**src/rtl/core/skt_pkg.sv**
```systemverilog
// ----------------------------------------------------------------------------
// skt_pkg
// Shared types and codes for the sorted key table.
// ----------------------------------------------------------------------------
package skt_pkg;

  typedef enum logic [1:0] {
    KIND_LOOKUP   = 2'd0,
    KIND_INSERT   = 2'd1,
    KIND_REMOVE   = 2'd2,
    KIND_RESERVED = 2'd3
  } kind_t;

  typedef enum logic [2:0] {
    RC_OK        = 3'd0,
    RC_DUPLICATE = 3'd1,
    RC_NOT_FOUND = 3'd2,
    RC_NOT_AVAIL = 3'd3,
    RC_FULL      = 3'd4
  } result_code_t;

  localparam logic [1:0] STATUS_AVAILABLE = 2'd0;
  localparam logic [1:0] STATUS_DELETED   = 2'd1;

  localparam int KEY_W    = 32;
  localparam int STATUS_W = 2;
  localparam int ENTRY_W  = KEY_W + STATUS_W;
  localparam int OUT_IDX_W = 7;

  typedef enum logic [2:0] {
    ST_IDLE,
    ST_SEARCH,
    ST_CMP,
    ST_EXEC,
    ST_SHIFT_PRIME,
    ST_SHIFT,
    ST_PLACE,
    ST_RESULT
  } state_t;

endpackage

```
**src/rtl/core/skt_ram.sv**
```systemverilog
// ----------------------------------------------------------------------------
// skt_ram
// Generic single-write, single-read RAM with registered read data.
// ----------------------------------------------------------------------------
module skt_ram #(
  parameter int WIDTH = 34,
  parameter int DEPTH = 64
) (
  input  logic                     clk,
  input  logic                     we,
  input  logic [$clog2(DEPTH)-1:0] waddr,
  input  logic [WIDTH-1:0]         wdata,
  input  logic [$clog2(DEPTH)-1:0] raddr,
  output logic [WIDTH-1:0]         rdata
);

  logic [WIDTH-1:0] mem [DEPTH];

  always_ff @(posedge clk) begin
    if (we) begin
      mem[waddr] <= wdata;
    end
    rdata <= mem[raddr];
  end

endmodule

```
**src/rtl/core/sorted_key_table.sv**
```systemverilog
// ----------------------------------------------------------------------------
// sorted_key_table
// Ascending table of unique keys with a status each; lookup, insert with
// shift-up, and remove by marking deleted. Binary search over one RAM.
// ----------------------------------------------------------------------------
//  channel | dir | ports                                  | handshake
//  --------+-----+----------------------------------------+-----------------
//  in      | in  | in_kind, in_key, in_new_status         | in_valid/in_stall
//  out     | out | out_result_code, out_found, out_position,
//          |     | out_entry_status, out_table_full,
//          |     | out_entry_count                        | out_valid/out_stall
//
// One item at a time. Each binary search probe is a RAM read (SEARCH), then a
// compare (CMP). An insert then shifts the entries from the insertion point
// up by one, one entry per cycle through the single RAM port pair, and then
// places the new key. A result waits in the output register while the next
// item is taken. Synchronous reset clears the entry count; the RAM needs no
// clearing since only entries below the count are read.
module sorted_key_table #(
  parameter int DEPTH = 64
) (
  input  logic        clk,
  input  logic        rst_n,
  input  logic        in_valid,
  output logic        in_stall,
  input  logic [1:0]  in_kind,
  input  logic [31:0] in_key,
  input  logic [1:0]  in_new_status,
  output logic        out_valid,
  input  logic        out_stall,
  output logic [2:0]  out_result_code,
  output logic        out_found,
  output logic [6:0]  out_position,
  output logic [1:0]  out_entry_status,
  output logic        out_table_full,
  output logic [6:0]  out_entry_count
);

  localparam int AW = $clog2(DEPTH);
  localparam int CW = $clog2(DEPTH + 1);

  skt_pkg::state_t         state_r, state_nxt;
  logic [1:0]              kind_r, kind_nxt;
  logic [31:0]             key_r, key_nxt;
  logic [1:0]              ns_r, ns_nxt;
  logic [CW-1:0]           lo_r, lo_nxt;
  logic [CW-1:0]           hi_r, hi_nxt;
  logic [CW-1:0]           mid_r, mid_nxt;
  logic [CW-1:0]           pos_r, pos_nxt;
  logic [CW-1:0]           idx_r, idx_nxt;
  logic [CW-1:0]           count_r, count_nxt;
  logic                    hit_r, hit_nxt;
  logic [1:0]              estat_r, estat_nxt;
  skt_pkg::result_code_t   code_r, code_nxt;

  logic                    out_valid_r, out_valid_nxt;
  skt_pkg::result_code_t   out_code_r, out_code_nxt;
  logic                    out_found_r, out_found_nxt;
  logic [6:0]              out_pos_r, out_pos_nxt;
  logic [1:0]              out_estat_r, out_estat_nxt;
  logic                    out_full_r, out_full_nxt;
  logic [6:0]              out_cnt_r, out_cnt_nxt;

  logic                        ram_we;
  logic [AW-1:0]               ram_waddr;
  logic [AW-1:0]               ram_raddr;
  logic [skt_pkg::ENTRY_W-1:0] ram_wdata;
  logic [skt_pkg::ENTRY_W-1:0] ram_rdata;

  logic [CW-1:0]           mid_calc;
  logic [31:0]             rd_key;
  logic [1:0]              rd_status;

  assign mid_calc  = lo_r + ((hi_r - lo_r) >> 1);
  assign rd_key    = ram_rdata[skt_pkg::ENTRY_W-1:skt_pkg::STATUS_W];
  assign rd_status = ram_rdata[skt_pkg::STATUS_W-1:0];

  skt_ram #(
    .WIDTH (skt_pkg::ENTRY_W),
    .DEPTH (DEPTH)
  ) u_ram (
    .clk   (clk),
    .we    (ram_we),
    .waddr (ram_waddr),
    .wdata (ram_wdata),
    .raddr (ram_raddr),
    .rdata (ram_rdata)
  );

  always_ff @(posedge clk) begin
    if (!rst_n) begin
      state_r     <= skt_pkg::ST_IDLE;
      count_r     <= '0;
      out_valid_r <= 1'b0;
    end else begin
      state_r     <= state_nxt;
      count_r     <= count_nxt;
      out_valid_r <= out_valid_nxt;
    end
  end

  always_ff @(posedge clk) begin
    kind_r      <= kind_nxt;
    key_r       <= key_nxt;
    ns_r        <= ns_nxt;
    lo_r        <= lo_nxt;
    hi_r        <= hi_nxt;
    mid_r       <= mid_nxt;
    pos_r       <= pos_nxt;
    idx_r       <= idx_nxt;
    hit_r       <= hit_nxt;
    estat_r     <= estat_nxt;
    code_r      <= code_nxt;
    out_code_r  <= out_code_nxt;
    out_found_r <= out_found_nxt;
    out_pos_r   <= out_pos_nxt;
    out_estat_r <= out_estat_nxt;
    out_full_r  <= out_full_nxt;
    out_cnt_r   <= out_cnt_nxt;
  end

  always_comb begin
    state_nxt     = state_r;
    kind_nxt      = kind_r;
    key_nxt       = key_r;
    ns_nxt        = ns_r;
    lo_nxt        = lo_r;
    hi_nxt        = hi_r;
    mid_nxt       = mid_r;
    pos_nxt       = pos_r;
    idx_nxt       = idx_r;
    count_nxt     = count_r;
    hit_nxt       = hit_r;
    estat_nxt     = estat_r;
    code_nxt      = code_r;
    out_valid_nxt = out_valid_r && out_stall;
    out_code_nxt  = out_code_r;
    out_found_nxt = out_found_r;
    out_pos_nxt   = out_pos_r;
    out_estat_nxt = out_estat_r;
    out_full_nxt  = out_full_r;
    out_cnt_nxt   = out_cnt_r;
    ram_we        = 1'b0;
    ram_waddr     = '0;
    ram_raddr     = '0;
    ram_wdata     = '0;

    unique case (state_r)
      skt_pkg::ST_IDLE: begin
        if (in_valid) begin
          kind_nxt  = in_kind;
          key_nxt   = in_key;
          ns_nxt    = in_new_status;
          lo_nxt    = '0;
          hi_nxt    = count_r;
          hit_nxt   = 1'b0;
          estat_nxt = skt_pkg::STATUS_AVAILABLE;
          state_nxt = skt_pkg::ST_SEARCH;
        end
      end

      skt_pkg::ST_SEARCH: begin
        if (lo_r < hi_r) begin
          ram_raddr = mid_calc[AW-1:0];
          mid_nxt   = mid_calc;
          state_nxt = skt_pkg::ST_CMP;
        end else begin
          // miss: lo is the insertion point
          pos_nxt   = lo_r;
          state_nxt = skt_pkg::ST_EXEC;
        end
      end

      skt_pkg::ST_CMP: begin
        if (rd_key == key_r) begin
          hit_nxt   = 1'b1;
          pos_nxt   = mid_r;
          estat_nxt = rd_status;
          state_nxt = skt_pkg::ST_EXEC;
        end else if (rd_key < key_r) begin
          lo_nxt    = mid_r + CW'(1);
          state_nxt = skt_pkg::ST_SEARCH;
        end else begin
          hi_nxt    = mid_r;
          state_nxt = skt_pkg::ST_SEARCH;
        end
      end

      skt_pkg::ST_EXEC: begin
        state_nxt = skt_pkg::ST_RESULT;
        case (kind_r)
          skt_pkg::KIND_INSERT: begin
            if (hit_r) begin
              code_nxt = skt_pkg::RC_DUPLICATE;
            end else if (count_r == CW'(DEPTH)) begin
              code_nxt = skt_pkg::RC_FULL;
            end else begin
              code_nxt  = skt_pkg::RC_OK;
              idx_nxt   = count_r;
              state_nxt = skt_pkg::ST_SHIFT_PRIME;
            end
          end
          skt_pkg::KIND_REMOVE: begin
            if (!hit_r) begin
              code_nxt = skt_pkg::RC_NOT_FOUND;
            end else if (estat_r != skt_pkg::STATUS_AVAILABLE) begin
              code_nxt = skt_pkg::RC_NOT_AVAIL;
            end else begin
              code_nxt  = skt_pkg::RC_OK;
              estat_nxt = skt_pkg::STATUS_DELETED;
              ram_we    = 1'b1;
              ram_waddr = pos_r[AW-1:0];
              ram_wdata = {key_r, skt_pkg::STATUS_DELETED};
            end
          end
          default: begin
            code_nxt = hit_r ? skt_pkg::RC_OK : skt_pkg::RC_NOT_FOUND;
          end
        endcase
      end

      skt_pkg::ST_SHIFT_PRIME: begin
        if (idx_r == pos_r) begin
          state_nxt = skt_pkg::ST_PLACE;
        end else begin
          ram_raddr = AW'(idx_r - CW'(1));
          state_nxt = skt_pkg::ST_SHIFT;
        end
      end

      skt_pkg::ST_SHIFT: begin
        // entry idx-1 arrives now; write it to idx and fetch the next one down
        ram_we    = 1'b1;
        ram_waddr = idx_r[AW-1:0];
        ram_wdata = ram_rdata;
        idx_nxt   = idx_r - CW'(1);
        if (idx_r - CW'(1) == pos_r) begin
          state_nxt = skt_pkg::ST_PLACE;
        end else begin
          ram_raddr = AW'(idx_r - CW'(2));
        end
      end

      skt_pkg::ST_PLACE: begin
        ram_we    = 1'b1;
        ram_waddr = pos_r[AW-1:0];
        ram_wdata = {key_r, ns_r};
        count_nxt = count_r + CW'(1);
        state_nxt = skt_pkg::ST_RESULT;
      end

      skt_pkg::ST_RESULT: begin
        if (!out_valid_r || !out_stall) begin
          out_valid_nxt = 1'b1;
          out_code_nxt  = code_r;
          out_found_nxt = hit_r;
          out_pos_nxt   = 7'(pos_r);
          out_estat_nxt = estat_r;
          out_full_nxt  = (count_r == CW'(DEPTH));
          out_cnt_nxt   = 7'(count_r);
          state_nxt     = skt_pkg::ST_IDLE;
        end
      end

      default: begin
        state_nxt = skt_pkg::ST_IDLE;
      end
    endcase
  end

  assign in_stall         = (state_r != skt_pkg::ST_IDLE);
  assign out_valid        = out_valid_r;
  assign out_result_code  = out_code_r;
  assign out_found        = out_found_r;
  assign out_position     = out_pos_r;
  assign out_entry_status = out_estat_r;
  assign out_table_full   = out_full_r;
  assign out_entry_count  = out_cnt_r;

  // table never holds more than DEPTH entries
  a_count_bound: assert property (@(posedge clk) disable iff (!rst_n)
    count_r <= CW'(DEPTH))
    else $error("entry count above depth");

  // count only ever grows by one, and only when an entry is placed
  a_count_step: assert property (@(posedge clk) disable iff (!rst_n)
    $past(rst_n) && (count_r != $past(count_r)) |->
      (count_r == $past(count_r) + CW'(1)) && ($past(state_r) == skt_pkg::ST_PLACE))
    else $error("entry count changed unexpectedly");

  // shift writes stay strictly above the insertion point
  a_shift_above_pos: assert property (@(posedge clk) disable iff (!rst_n)
    (state_r == skt_pkg::ST_SHIFT) |-> (idx_r > pos_r) && (idx_r <= count_r))
    else $error("shift index out of range");

  // a duplicate refusal always reports the key as found
  a_dup_found: assert property (@(posedge clk) disable iff (!rst_n)
    out_valid_r && (out_code_r == skt_pkg::RC_DUPLICATE) |-> out_found_r)
    else $error("duplicate reported without hit");

endmodule

```
**config.mk**
```make
export PLATFORM = sky130hd
export DESIGN_NAME = sorted_key_table
export DESIGN_NICKNAME = d
export VERILOG_FILES = /design/src/rtl/core/skt_pkg.sv /design/src/rtl/core/skt_ram.sv /design/src/rtl/core/sorted_key_table.sv
export SDC_FILE = /design/constraint.sdc
export NUM_CORES = 2
export LEC_CHECK = 0
export CORE_AREA = 2 2 604 606
export CTS_CLUSTER_SIZE = 40
export DETAILED_ROUTE_END_ITERATION = 8
export DIE_AREA = 0 0 606 608
export DONT_BUFFER_PORTS = 1
export GPL_TIMING_DRIVEN = 0
export SYNTH_ARGS = -nofsm -noshare
export SYNTH_HDL_FRONTEND = slang
export SYNTH_HIERARCHICAL = 1
export SYNTH_SLANG_ARGS = --single-unit
```
**constraint.sdc**
```tcl
create_clock -name clk -period 10.91 [get_ports clk]
set_clock_uncertainty 0.2 [all_clocks]
set_input_delay 1.091 -clock clk [delete_from_list [all_inputs] [get_ports clk]]
set_output_delay 1.091 -clock clk [all_outputs]
set_load 0.01 [all_outputs]
```
Word level (Yosys, flattened, before mapping). Memories as Yosys holds them, arrays and structs flattened. A register that Yosys moved wholly into a read port is not among the register bits. Cells that the tools add are included.

Input bits: 40. Latch bits: 0. Bits in writable memories: 2176. Memories: 1. Logic and storage cells: 138. ROM bits: 0. Bits in registers: 109.

Muxes and demuxes: 60. Shift-type cells: 0. Add/subtract/negate cells: 6. Reductions and logical operators: 22. Order comparisons: 2. $mul: 0. Eq/ne operators: 27. Bitwise operators: 0. Divide/modulo/power cells: 0.

Memories: u_ram.mem (words 64, bits a word 34, rd ports 1, clocked after Yosys merged registers in 1, write ports 1, line skt_ram.sv:17) `logic [WIDTH-1:0] mem [DEPTH];`.

Operator list (number): 34-bit two-way mux (3); 34-bit one-hot mux with 3 select lines (1); 7-bit two-way mux (11); 7-bit one-hot mux with 2 select lines (4); 6-bit two-way mux (6); 6-bit one-hot mux with 3 select lines (2); 32-bit equality test (1); 32-bit < comparator (1); 2-bit two-way mux (13); 2-bit != test (second input constant) (13); 3-bit one-hot mux with 8 select lines (1); 3-bit two-way mux (5); 7-bit by 1-bit adder with 7-bit output (second input constant) (2); 7-bit equality test (2); 3-bit equality test (second input constant) (4); 4-bit AND reduction (3); 1-bit two-way mux (10); 3-bit AND reduction (3); 2-bit nonzero test (4); 7-bit by 6-bit adder with 7-bit output (1); 7-bit equality test (second input constant) (1); 7-bit < comparator (1); 7-bit by 1-bit subtractor with 7-bit output (second input constant) (1); 7-bit subtractor (1); other kinds (17) (23).

Depth between registers and ports, before layout.
Depth in word-level cells: 7. Gate-level depth with buffers: 20. Gate-level depth less buffers: 18.

Cells and area by module. Netlist, hierarchy kept.

Modules (own cells, without submodules): skt_ram (cells each 3743, times used 1, area each 83782.9 µm²); sorted_key_table (cells each 577, times used 1, area each 6257.3 µm²).

Worst setup path after synthesis. OpenSTA, ideal clock, no wires.

Kind: reg-to-reg. Start: reg state_r[0]. End: mem u_ram.mem[32][0], enable pin. Library setup time: 0.467 ns. Required time: 10.243 ns. Slack: 5.789 ns. Data arrival time: 4.454 ns. Stages on the path, launching flop included: 10. Clock period less this slack: 5.121 ns. Cells stage by stage: dfxtp_1 > clkbuf_1 > nor2b_1 > and2_1 > clkbuf_1 > clkbuf_1 > a22o_1 > clkbuf_1 > nand4b_1 > nor3_1.

Elaborated cells between the ends (all ways): 8.

RTL lines: start: declaration (line sorted_key_table.sv:42) `skt_pkg::state_t state_r, state_nxt;`; start signal: assignment (line sorted_key_table.sv:92) `state_r <= skt_pkg::ST_IDLE;`; start signal: assignment (line sorted_key_table.sv:96) `state_r <= state_nxt;`; 3-bit equality test or 3-bit by 2-bit equality test with 1-bit output (tied branches) (line sorted_key_table.sv:148) `unique case (state_r)`; 6-bit one-hot mux with 3 select lines (*) (line sorted_key_table.sv:148); via ram_waddr[5] (line sorted_key_table.sv:65) `logic [AW-1:0] ram_waddr;`; end: declaration (line skt_ram.sv:17).

The timed path passes the listed nets; every way through them passes the cells marked *.

Worst setup path after layout.
Start: reg idx_r[0]. End: reg u_ram.rdata[8], read port of u_ram.mem.

Word-level cells in the longest chain between the ends: 4. Elaborated cells between the ends (all ways): 7.

RTL lines: start: declaration (line sorted_key_table.sv:50) `logic [CW-1:0] idx_r, idx_nxt;`; start signal: assignment (line sorted_key_table.sv:110) `idx_r <= idx_nxt;`; 7-bit by 1-bit subtractor with 7-bit output (line sorted_key_table.sv:237) `if (idx_r - CW'(1) == pos_r) begin`; 7-bit equality test (line sorted_key_table.sv:237); 6-bit two-way mux (line sorted_key_table.sv:237); 6-bit one-hot mux with 3 select lines (*) (line sorted_key_table.sv:148); via ram_raddr[1] (line sorted_key_table.sv:66) `logic [AW-1:0] ram_raddr;`; end: declaration (line skt_ram.sv:14) `output logic [WIDTH-1:0] rdata`.

Marked as above. A chain may end at the register's enable or synchronous reset.

==> summary.txt <==
Clock tree
  – Number of H-tree levels: 4
  – CTS tree: built
  – CTS max path bufs: 3
  – Number of sinks handled by clock tree synthesis: 2319
  – Post-CTS repair timing setup buffer count: 0
  – Post-CTS resize count: 0
  – Number of hold buffers added after CTS: 0
  – Total CTS buffers: 225
  – Insertion delay of the later-clocked pin in the worst-skew pair: 0.86 ns
  – Root buffer cell: sky130_fd_sc_hd__clkbuf_16
  – Clk slew on worst S/H paths: 0.07 ns

Floorplanning
  – Total die area: 368000 um^2
  – Starting density of the core: 24.9%
  – Die extent in y: 608 um
  – Core Box Area: 362000 um^2
  – Number of top-level design ports: 63
  – Row count: 221
  – Horizontal extent of the die: 606 um

Timing
  – Final Hold Vio Count: 0
  – Number of setup violations in the final report: 0
  – Minimum period implied by the final worst setup slack: 7.68 ns
  – Worst relative slew slack: 3.00%
  – Top achievable clock speed: 0.130 GHz
  – Number of pins with negative max-slew slack in the final report: 0
  – Transition time of the tightest slew-check pin: 1.46 ns
  – Total Negative Setup Slacks: 0 ns
  – Period utilization: 70.4%
  – Setup repair after global routing missed its margin: no

Synthesis
  – Arithmetic-cell share of the synthesized area counting full adders, half adders and majority gates: 0.781%
  – Share of synthesized cell area in and, or, nand and nor gates: 2.70%
  – Instance count of the mapped netlist: 4320
  – Share of cell area taken by muxes after synthesis: 14.2%
  – Area leader, netlist: sky130_fd_sc_hd__edfxtp_1
  – Largest family of logic cells by synthesized area: multiplexers
  – Area fraction of the dominant cell type after synthesis: 75.8%
  – Xor and xnor fraction of the mapped netlist area: 0.365%
  – Distinct cell type count after synthesis: 72
  – Sequential cell area fraction in the yosys report: 76.8%
  – Count of synthesis-stage warnings from yosys: 6
  – FF+latch count, synth: 2319
  – Compound-Gate Fraction of Synth Area: 3.50%
  – Main synth FF type: sky130_fd_sc_hd__edfxtp_1
  – Syn nets: 4415
  – Top area cells in the synthesized netlist: sky130_fd_sc_hd__edfxtp_1 76%, sky130_fd_sc_hd__mux4_2 12%, sky130_fd_sc_hd__mux2i_1 1.7%, sky130_fd_sc_hd__dfxtp_1 1.0%, sky130_fd_sc_hd__ha_1 0.74%
  – Fraction of synthesis flops using an asynchronous set or reset pin: 0%
  – Post-synth EDFFs: 2274
  – Post-synthesis average cell area: 20.8 um^2
  – Post-Synthesis Cell Area: 90000 um^2

Drt
  – DRT Wirelength: 275 mm
  – Routed wire per std cell: 28.4 um
  – Vias after detailed routing: 48070
  – Antenna violation net count after detailed routing: 0
  – Via/cell ratio: 4.97
  – 1st-iter DRT viols: 7187
  – Remaining DRCs: 0
  – 1st-pass router iterations: 5

Setup path
  – Register-to-register path setup slack: 3.23 ns
  – Crit Path Category: flip-flop to flip-flop
  – Kind of capture point of the worst setup path: flip-flop
  – Critical register-to-register path startpoint: idx_r[0]
  – Reg-to-reg critical path endpoint: u_ram/rdata[8]
  – R2R depth: 15
  – Critical path data arrival time: 8.25 ns
  – Maximum net fanout on the critical path: 10
  – Startpoint kind of the worst setup timing path: flip-flop
  – Required time at the endpoint of the critical path: 11.48 ns

GRT
  – GRT Residual Overflow: 0
  – Grt peak-use layer: met2
  – Antenna violations before repair: 14
  – Met1 routing resource usage after global routing: 19.1%
  – Global-route wire length before repair: 374 mm
  – Met3 demand-to-capacity share in global routing: 3.60%
  – Largest net degree at the start of global routing: 65
  – Global Route met2 Usage: 22.7%
  – Via count of the first global-routing pass: 46883
  – Total track usage: 14.5%

Placement
  – Placed Area: 99300 um^2
  – RePlAce Congestion: 0.889
  – Post-detailed-placement half-perimeter wirelength: 191 mm
  – Cell Count Post-Placement: 9246
  – Number of buffers added on ports: 0

Power
  – Internal Power: 16.8 mW
  – Static Leak: 29.8 nW
  – Part of the power in registers: 41.2%
  – Fraction of power spent switching nets: 31.6%
  – Fraction of power consumed by the clock network: 32.4%
  – Logic pwr share: 26.4%
  – Switch Pwr: 7.75 mW
  – Power density of the placed cells: 230 nW/um^2
  – Worst IR Drop VDD: 0.163 mV

Hold path
  – WHS Path Cells: 0
  – Min-delay worst type: input port to flip-flop
  – Endpoint, Worst Hold: key_r[15]
  – Startpoint of the tightest hold check path: in_key[15]

Layout
  – Area growth syn-to-layout: 18.7%
  – Final Instance Count excl. Fillers: 9666
  – Sequential cell area: 69200 um^2
  – Final #Nets: 4775
  – Area occupied by multi-input gates: 19900 um^2
  – Layout fillers: 34950
  – Area of all placed cells without fillers: 107000 um^2
  – Fraction of final layout cells with drive strength greater than 1: 24.8%
  – Commonest non-fill, non-tap cell in the layout: sky130_fd_sc_hd__edfxtp_1
  – Most frequent cells in the layout: 2274 x sky130_fd_sc_hd__edfxtp_1, 472 x sky130_fd_sc_hd__mux4_2, 229 x sky130_fd_sc_hd__clkbuf_16, 154 x sky130_fd_sc_hd__clkbuf_1, 151 x sky130_fd_sc_hd__mux2i_1

Flow run
  – Number of max-capacitance violations reported: 0

Status
  – Result of the run: completed
-- cells in the mapped netlist (all sizes together), types with 24 or more instances --
library cell	count
edfxtp	2274
mux4	472
mux2i	151
nand2	132
buf	127
nor2	114
clkbuf	108
o22ai	85
nand3	81
inv	64
nand4	58
a22oi	56
mux2	54
ha	53
a21oi	48
o21ai	48
dfxtp	45
o221ai	43
a22o	35
nor2b	29
a221o	25
xnor2	24
-- area by class of cell --
| type | instances | share of cell area [%] |
|---|---|---|
| Sequential cell | 2319 | 64.7 |
| Multi-Input combinational cell | 1701 | 18.6 |
| Clock buffer | 282 | 5.61 |
| Tap cell | 4794 | 5.61 |
| Timing Repair Buffer | 133 | 2.53 |
| Clock inverter | 131 | 1.45 |
| Buffer | 235 | 1.16 |
| Inverter | 65 | 0.228 |
| Antenna cell | 6 | 0.0141 |
-- state kept, by name, summed over array words and instances (netlist names), 7 cells and up --
register         cells
lo_r                 7
out_position         7
out_entry_count      7
hi_r                 7
count_r              7
u_ram/mem         2176
key_r               32
u_ram/rdata         34
idx_r                7
mid_r                7
pos_r                7
-- critical path, stage by stage (launching register included) --
cell and delay (ns):
sky130_fd_sc_hd__edfxtp_1 0.37, sky130_fd_sc_hd__buf_6 0.15, sky130_fd_sc_hd__inv_1 0.15, sky130_fd_sc_hd__ha_1 0.21, sky130_fd_sc_hd__or3b_4 0.42, sky130_fd_sc_hd__or3_1 0.37
sky130_fd_sc_hd__xnor2_1 0.34, sky130_fd_sc_hd__o31ai_2 0.23, sky130_fd_sc_hd__o221ai_2 0.90, sky130_fd_sc_hd__buf_2 0.67, sky130_fd_sc_hd__buf_2 0.52, sky130_fd_sc_hd__buf_1 1.06
sky130_fd_sc_hd__nand2b_1 0.58, sky130_fd_sc_hd__o221ai_1 0.34, sky130_fd_sc_hd__o22ai_1 0.69, sky130_fd_sc_hd__and3_1 0.38
-- worst max path at each step --
stage / slack [ns] / from / endpoint
2_1_floorplan: 5.79 / state_r[0] / u_ram/mem[32][0]
6_report: 3.23 / idx_r[0] / u_ram/rdata[8]
3_3_place_gp: 0.20 / state_r[0] / u_ram/mem[32][11]
4_1_cts: 3.65 / idx_r[0] / u_ram/rdata[8]
3_5_place_dp: 3.65 / idx_r[0] / u_ram/rdata[8]
5_1_grt: 3.33 / idx_r[0] / u_ram/rdata[8]
-- routing by layer --
layer / part of all wire [%] / up-vias
li1: - / 18811
met1: 38 / 25657
met2: 46 / 3045
met3: 11 / 551
met4: 4.6 / 6
met5: 0.012 / -
-- cell families after synthesis --
group	after synthesis
flip-flops	2319
multiplexers	677
AND/OR/NAND/NOR	498
XOR/XNOR	36
AO/OA/AOI/OAI	435
adder cells (fa/ha/maj)	55
buffers and inverters	300
-- stage by stage --
stage	hold slack, ns	util (%)	power, mW	setup slack [ns]
floorplan	0.200	-	13.8	5.79
global placement	0.212	26.6	16.5	0.200
detailed placement	0.205	27.5	16.6	3.65
CTS	0.0699	29.5	24.5	3.65
global route	0.0858	29.5	25.1	3.33
finish	0.125	29.5	24.5	3.23
-- power groups by stage --
stage / Clock (mW) / Combinational (mW) / Sequential (mW)
final: 7.96 / 6.47 / 10.1
after global routing: 8.41 / 6.61 / 10.1
after CTS: 8.06 / 6.34 / 10.1
after detailed placement: 0 / 6.30 / 10.3
after global placement: 0 / 6.24 / 10.3
after floorplan: 0 / 3.62 / 10.2
(Power assumes the default switching activity.)
